## src/rtl/core/tgld_pkg.sv

```systemverilog
// ----------------------------------------------------------------------------
// tgld_pkg
// Shared widths, command codes and decode types of the text grid line
// insert/delete core.
// ----------------------------------------------------------------------------
`default_nettype none

package tgld_pkg;

    localparam int ROW_W  = 6;
    localparam int COL_W  = 7;
    localparam int ADDR_W = ROW_W + COL_W;
    localparam int CELL_W = 32;
    localparam int KIND_W = 3;
    localparam int CNT_W  = 7;
    localparam int LIM_W  = 7;
    localparam int ROWS_W = 7;
    localparam int COLS_W = 8;
    localparam int CFG_W  = 8;

    localparam logic [ROWS_W-1:0] MAX_ROWS   = ROWS_W'(64);
    localparam logic [COLS_W-1:0] MAX_COLS   = COLS_W'(128);
    localparam logic [ROWS_W-1:0] ROWS_RESET = ROWS_W'(24);
    localparam logic [COLS_W-1:0] COLS_RESET = COLS_W'(80);

    localparam logic [KIND_W-1:0] KIND_READ   = 3'd0;
    localparam logic [KIND_W-1:0] KIND_WRITE  = 3'd1;
    localparam logic [KIND_W-1:0] KIND_INSERT = 3'd2;
    localparam logic [KIND_W-1:0] KIND_DELETE = 3'd3;
    localparam logic [KIND_W-1:0] KIND_FILL   = 3'd4;

    localparam logic CFG_ROWS = 1'b0;
    localparam logic CFG_COLS = 1'b1;

    typedef enum logic [2:0] {
        OP_NONE  = 3'd0,
        OP_READ  = 3'd1,
        OP_WRITE = 3'd2,
        OP_LINES = 3'd3,
        OP_FILL  = 3'd4
    } op_t;

    typedef struct packed {
        op_t               op;
        logic              status;
        logic              copy_en;
        logic              copy_down;
        logic [ROW_W-1:0]  copy_first;
        logic [ROW_W-1:0]  copy_last;
        logic [ROW_W-1:0]  shift;
        logic [ADDR_W-1:0] fill_first;
        logic [ADDR_W-1:0] fill_last;
        logic [ADDR_W-1:0] cell_addr;
    } dec_t;

endpackage

`default_nettype wire

```

## src/rtl/core/tgld_decode.sv

```systemverilog
// ----------------------------------------------------------------------------
// tgld_decode
// Command decode: clips the grid size, bounds the scroll region and works
// out the row ranges for the copy and fill sweeps of one command.
// ----------------------------------------------------------------------------
`default_nettype none

module tgld_decode (
    input  wire logic [tgld_pkg::ROWS_W-1:0] rows_cfg,
    input  wire logic [tgld_pkg::COLS_W-1:0] cols_cfg,
    input  wire logic [tgld_pkg::KIND_W-1:0] kind,
    input  wire logic [tgld_pkg::ROW_W-1:0]  row,
    input  wire logic [tgld_pkg::COL_W-1:0]  col,
    input  wire logic [tgld_pkg::CNT_W-1:0]  line_count,
    input  wire logic                        has_limit,
    input  wire logic [tgld_pkg::LIM_W-1:0]  limit_row,
    output tgld_pkg::dec_t                   dec
);

    logic [tgld_pkg::ROWS_W-1:0] eff_rows;
    logic [tgld_pkg::COLS_W-1:0] eff_cols;
    logic [tgld_pkg::LIM_W-1:0]  limit;
    logic                        cell_ok;
    logic                        lines_ok;
    logic                        copy_en;
    logic [7:0]                  row_x;
    logic [7:0]                  cnt_x;
    logic [7:0]                  lim_x;
    logic [7:0]                  end_x;
    logic [7:0]                  lim_m1;
    logic [7:0]                  ins_fill_end;
    logic [7:0]                  del_fill_first;
    logic [7:0]                  del_copy_last;
    logic [tgld_pkg::ROW_W-1:0]  fill_lo;
    logic [tgld_pkg::ROW_W-1:0]  fill_hi;

    always_comb begin
        if (rows_cfg == '0) begin
            eff_rows = tgld_pkg::ROWS_W'(1);
        end else if (rows_cfg > tgld_pkg::MAX_ROWS) begin
            eff_rows = tgld_pkg::MAX_ROWS;
        end else begin
            eff_rows = rows_cfg;
        end

        if (cols_cfg == '0) begin
            eff_cols = tgld_pkg::COLS_W'(1);
        end else if (cols_cfg > tgld_pkg::MAX_COLS) begin
            eff_cols = tgld_pkg::MAX_COLS;
        end else begin
            eff_cols = cols_cfg;
        end

        limit = (has_limit && (limit_row < eff_rows)) ? limit_row : eff_rows;
        cell_ok = ({1'b0, row} < eff_rows) && ({1'b0, col} < eff_cols);

        row_x  = {2'b00, row};
        cnt_x  = {1'b0, line_count};
        lim_x  = {1'b0, limit};
        end_x  = row_x + cnt_x;
        lim_m1 = lim_x - 8'd1;

        lines_ok = ({1'b0, row} < limit) && (line_count != '0);
        copy_en  = end_x < lim_x;

        ins_fill_end   = copy_en ? end_x : lim_x;
        del_fill_first = copy_en ? (lim_x - cnt_x) : row_x;
        del_copy_last  = lim_x - cnt_x - 8'd1;

        dec            = '0;
        dec.op         = tgld_pkg::OP_NONE;
        dec.status     = 1'b1;
        dec.copy_en    = copy_en;
        dec.shift      = line_count[tgld_pkg::ROW_W-1:0];
        dec.cell_addr  = {row, col};
        fill_lo        = row;
        fill_hi        = lim_m1[tgld_pkg::ROW_W-1:0];

        unique case (kind)
            tgld_pkg::KIND_READ: begin
                dec.op     = cell_ok ? tgld_pkg::OP_READ : tgld_pkg::OP_NONE;
                dec.status = !cell_ok;
            end
            tgld_pkg::KIND_WRITE: begin
                dec.op     = cell_ok ? tgld_pkg::OP_WRITE : tgld_pkg::OP_NONE;
                dec.status = !cell_ok;
            end
            tgld_pkg::KIND_INSERT: begin
                dec.op         = lines_ok ? tgld_pkg::OP_LINES : tgld_pkg::OP_NONE;
                dec.status     = !lines_ok;
                dec.copy_down  = 1'b1;
                dec.copy_first = lim_m1[tgld_pkg::ROW_W-1:0];
                dec.copy_last  = end_x[tgld_pkg::ROW_W-1:0];
                fill_lo        = row;
                fill_hi        = 6'(ins_fill_end - 8'd1);
            end
            tgld_pkg::KIND_DELETE: begin
                dec.op         = lines_ok ? tgld_pkg::OP_LINES : tgld_pkg::OP_NONE;
                dec.status     = !lines_ok;
                dec.copy_down  = 1'b0;
                dec.copy_first = row;
                dec.copy_last  = del_copy_last[tgld_pkg::ROW_W-1:0];
                fill_lo        = del_fill_first[tgld_pkg::ROW_W-1:0];
                fill_hi        = lim_m1[tgld_pkg::ROW_W-1:0];
            end
            tgld_pkg::KIND_FILL: begin
                dec.op     = tgld_pkg::OP_FILL;
                dec.status = 1'b0;
            end
            default: begin
                dec.op     = tgld_pkg::OP_NONE;
                dec.status = 1'b1;
            end
        endcase

        if (kind == tgld_pkg::KIND_FILL) begin
            dec.fill_first = '0;
            dec.fill_last  = '1;
        end else begin
            dec.fill_first = {fill_lo, {tgld_pkg::COL_W{1'b0}}};
            dec.fill_last  = {fill_hi, {tgld_pkg::COL_W{1'b1}}};
        end
    end

endmodule

`default_nettype wire

```

## config.mk

```make
export PLATFORM = sky130hd
export DESIGN_NAME = tgld_decode
export DESIGN_NICKNAME = d
export VERILOG_FILES = /design/src/rtl/core/tgld_pkg.sv /design/src/rtl/core/tgld_decode.sv
export SDC_FILE = /design/constraint.sdc
export NUM_CORES = 1
export LEC_CHECK = 0
export CAP_MARGIN = 5
export CELL_PAD_IN_SITES_DETAIL_PLACEMENT = 1
export CELL_PAD_IN_SITES_GLOBAL_PLACEMENT = 2
export CORE_MARGIN = 3
export CORE_UTILIZATION = 39
export DETAILED_ROUTE_END_ITERATION = 16
export DONT_BUFFER_PORTS = 1
export PLACE_DENSITY = 0.87
export SLEW_MARGIN = 30
export SYNTH_ARGS = -nofsm -noshare
export SYNTH_HDL_FRONTEND = slang
export SYNTH_SLANG_ARGS = --single-unit
```

## constraint.sdc

```tcl
create_clock -name vclk -period 16.9
set_input_delay 2.535 -clock vclk [all_inputs]
set_output_delay 2.535 -clock vclk [all_outputs]
set_load 0.01 [all_outputs]
```

# Yosys cells after proc, flatten, opt, wreduce, memory -nomap -nowiden
# Index checks and enable logic that the tools add are counted.
# Widths: inputs -> output; s select.
totals:
  n_memories: 0
  latchBits: 0
  ram_bits: 0
  mem_bits_ro: 0
  register_bits: 0
op_classes:
  n_reduce_logical: 10
  multipliers: 0
  shift: 0
  n_eq_ne: 4
  n_mux: 15
  bitwise: 0
  n_div: 0
  add_sub_neg: 5
  order_cmp: 7
op_table:
  columns: ["cell", "n"]
  rows:
  - ["$mux 26", 1]
  - ["$pmux 13 s2", 1]
  - ["$mux 6", 4]
  - ["$mux 7", 3]
  - ["$sub 6x1->6 const B", 3]
  - ["$mux 8", 2]
  - ["$pmux 4 s4", 1]
  - ["$lt 6x7->1", 2]
  - ["$add 6x7->8", 1]
  - ["$gt 8x8->1 const B", 1]
  - ["$logic_not 8->1", 1]
  - ["$lt 7x8->1", 1]
  - ["$lt 8x7->1", 1]
  - ["$gt 7x7->1 const B", 1]
  - ["$logic_not 7->1", 1]
  - ["$lt 7x7->1", 1]
  - ["$reduce_bool 7->1", 1]
  - ["$eq 3x2->1 const B", 2]
  - ["$sub 6x6->6", 1]
  - ["$mux 2", 2]
  - ["$eq 3x1->1 const B", 1]
  - ["$eq 3x3->1 const B", 1]
  - ["$logic_and 1x1->1", 3]
  - ["$logic_not 3->1", 1]
  - ["3 further kinds", 4]

# Depth between registers and ports, before layout
depth:
  ltp_word: 11
  depth_mapped: 23
  ltp_nobuf: 21

# Least setup slack after synthesis
# OpenSTA, ideal clock, no wires.
synth_timing:
  kind: "input to output"
  from: "in rows_cfg[6] (netlist name)"
  to: "out dec[24] (netlist name)"
  slack_ps: 7562
  stages: 22
  arrival_time_ps: 6803
  path_buffers: 2
  t_required_ps: 14365
  path_cell_list: "and2b_1 -> inv_1 -> ha_1 -> a21oi_1 -> o2111ai_1 -> o22ai_4 -> buf_4 -> mux2_2 -> ha_1 -> a21o_1 -> a21o_1 -> a221o_1 -> a31o_2 -> a21oi_2 -> buf_4 -> mux2i_1 -> ha_1 -> nand2_1 -> nor2_1 -> xor2_1 -> mux2i_1 -> a22oi_1"
synth_rtl:
  columns: ["item", "line", "source"]
  rows:
  - ["start, declared", "tgld_decode.sv:9", "input wire logic [tgld_pkg::ROWS_W-1:0] rows_cfg,"]
  - ["end, declared", "tgld_decode.sv:17", "output tgld_pkg::dec_t dec"]

==> impl_metrics.toml <==
[outcome]
outcome = "finished, final reports clean"

[pwr]
power_density_nw_per_um2 = 52.6
p_leak_nw = 1.00
finalPower_mw = 0.117
ir_worst_vdd_uv = 19.6

[sta]
slew_violations = 0
setup_viol = 0
tightest_slew_ns = 0.740
min_period_ns = 10.08
max_freq_ghz = 0.0992
finalSetupTns_ns = 0
hold_viol = 0
slew_headroom = 0.505
rsz0062_at_grt = "false"
fin_crit_sh = 0.596
setup_ws_ns = 6.82

[yosys]
synth_top_area_cell = "ha_1"
synth_area_um2 = 2360
seq_area_frac_synth = 0
postSynthCellCount = 322
yosys-top-cells-area = "ha_1 21%, buf_4 12%, nor2_1 4.6%"
synth_cell_types = 58
avgSynthCellArea_um2 = 7.34
synth_top_cell_area_share = 0.206
yosysMostFrequentCell = "ha_1"
ys_top_cells_by_count = "39 x ha_1, 37 x buf_4, 29 x nor2_1"
yosys_warnings = 0

[final_layout]
register_area_um2 = 0
syn2layout_area_growth_pct = -6.30
antenna_cells = 0
clkbuf_count = 0
drive_gt1_frac = 0.0510
nFlopsAndLatches = 0
final_util = 0.390
stdcell_area_um2 = 2220
nNetsFinal = 383

[placement]
hpwl_um = 6520
dp_slack_ns = 6.85
placed_area_um2 = 2220
portBuffers = 0
finalWeightedCongestion = 0.840

[grt]
antenna_found_initial = 0
grtUsageTotal = 0.211
grt_pass1_vias = 2297
grt-ovfl-total = 0
grt_pass1_wl_um = 12400
grt_max_degree = 29

[worst_setup_path]
start_kind = "primary input"
crit_required_ns = 14.37
cp.arrival_ns = 7.54
path_max_fanout = 14
endpoint_kind = "primary output"
startpoint = "rows_cfg[6]"
crit_type = "in2out"

[clocking]
ctsHoldBuffers = 0
cts_setup_buffers = 0
cts-resized-gates = 0

[detailed_routing]
drtIter0Drc = 115
via_per_inst = 6.13
final_antenna_net_count = 0
num_vias = 2242
drt_pass1_iterations = 4
routed_wl_um = 7800
wl_per_cell_um = 21.3
drc = 0

[floorplanning]
die_w_um = 83.9
coreArea_um2 = 5680
io-pin-count = 109
rows = 27
dieArea_um2 = 7030
die_h_um = 83.9
start_util = 0.417

[run]
max_cap_viol_count = 0

[min_path]
min_path_type = "in2out"
hold_start = "line_count[0]"
worst max-delay path, stage by stage:
cell and delay [ns]:
inv_1 0.17, nand2_1 0.15, ha_1 0.31, a21oi_1 0.19, o2111ai_1 0.23, o22ai_4 0.47
mux2_2 0.46, ha_1 0.33, a21o_1 0.16, a21o_1 0.17, a221o_1 0.32, a31o_2 0.23
a21oi_2 0.52, mux2i_1 0.27, ha_1 0.22, nand2_1 0.06, nor2_1 0.12, xor2_1 0.16
mux2i_1 0.09, a22oi_1 0.37
worst paths after layout:
kind	end	slack [ns]	cells past startpoint
worst min-delay path	dec[39]	5.07	0
worst max-delay path	dec[24]	6.82	20
kinds of logic (layout without fill, tap and decap cells):
kind of cell / after synthesis / after routing / synth area share
other: 2 / 14 / 0.00318
buffers and inverters: 63 / 23 / 0.160
muxes: 12 / 12 / 0.0534
xor gates and xnor gates: 19 / 19 / 0.0767
adders and majority gates: 41 / 41 / 0.223
AOI/OAI and AO/OA: 95 / 95 / 0.287
and+or+nand+nor: 90 / 90 / 0.197
where the power goes:
| group | switching, mW | total (mW) | internal (mW) | leakage (nW) |
|---|---|---|---|---|
| logic | 0.0702 | 0.117 | 0.0464 | 1.00 |
| registers | 0 | 0 | 0 | 0 |
| clock network | 0 | 0 | 0 | 0 |
cell usage in the layout, fill, tap and decap left out, types with 3 or more instances in the layout:
cell type / synthesis / routed
ha_1: 39 / 39
nor2_1: 29 / 29
inv_1: 20 / 20
a21oi_1: 18 / 18
o21ai_0: 17 / 17
nand2_1: 17 / 17
conb_1: 2 / 14
xnor2_1: 10 / 10
nand2b_1: 9 / 9
a211oi_1: 9 / 9
mux2i_1: 9 / 9
nor3_1: 8 / 8
xor2_1: 8 / 8
a21o_1: 7 / 7
o21a_1: 7 / 7
a22oi_1: 5 / 5
nor2b_1: 4 / 4
a22o_1: 4 / 4
nor4_1: 4 / 4
nor3b_1: 3 / 3
o211ai_1: 3 / 3
a311oi_1: 3 / 3
or3_1: 3 / 3
metal layers:
metal,up-vias,routed length (um),track usage
li1,1077,-,-
met1,1088,3500,0.281
met2,73,3860,0.375
met3,4,415,0.0286
met4,0,29,0.0132
met5,-,0,0
area by class of cell:
type,instances,area [um^2]
fill,742,3460
multi-input combinational,271,2030
tap,72,90.1
inverter,21,78.8
timing repair buffer,2,15.0
through the flow:
stage / hold WS [ns] / instances
after global routing: 5.07 / 366
after floorplan: 5.15 / 334
final: 5.07 / 366
after CTS: 5.07 / 366
after global placement: 5.07 / 366
after detailed placement: 5.07 / 366
Power figures use the tool's default switching activity.
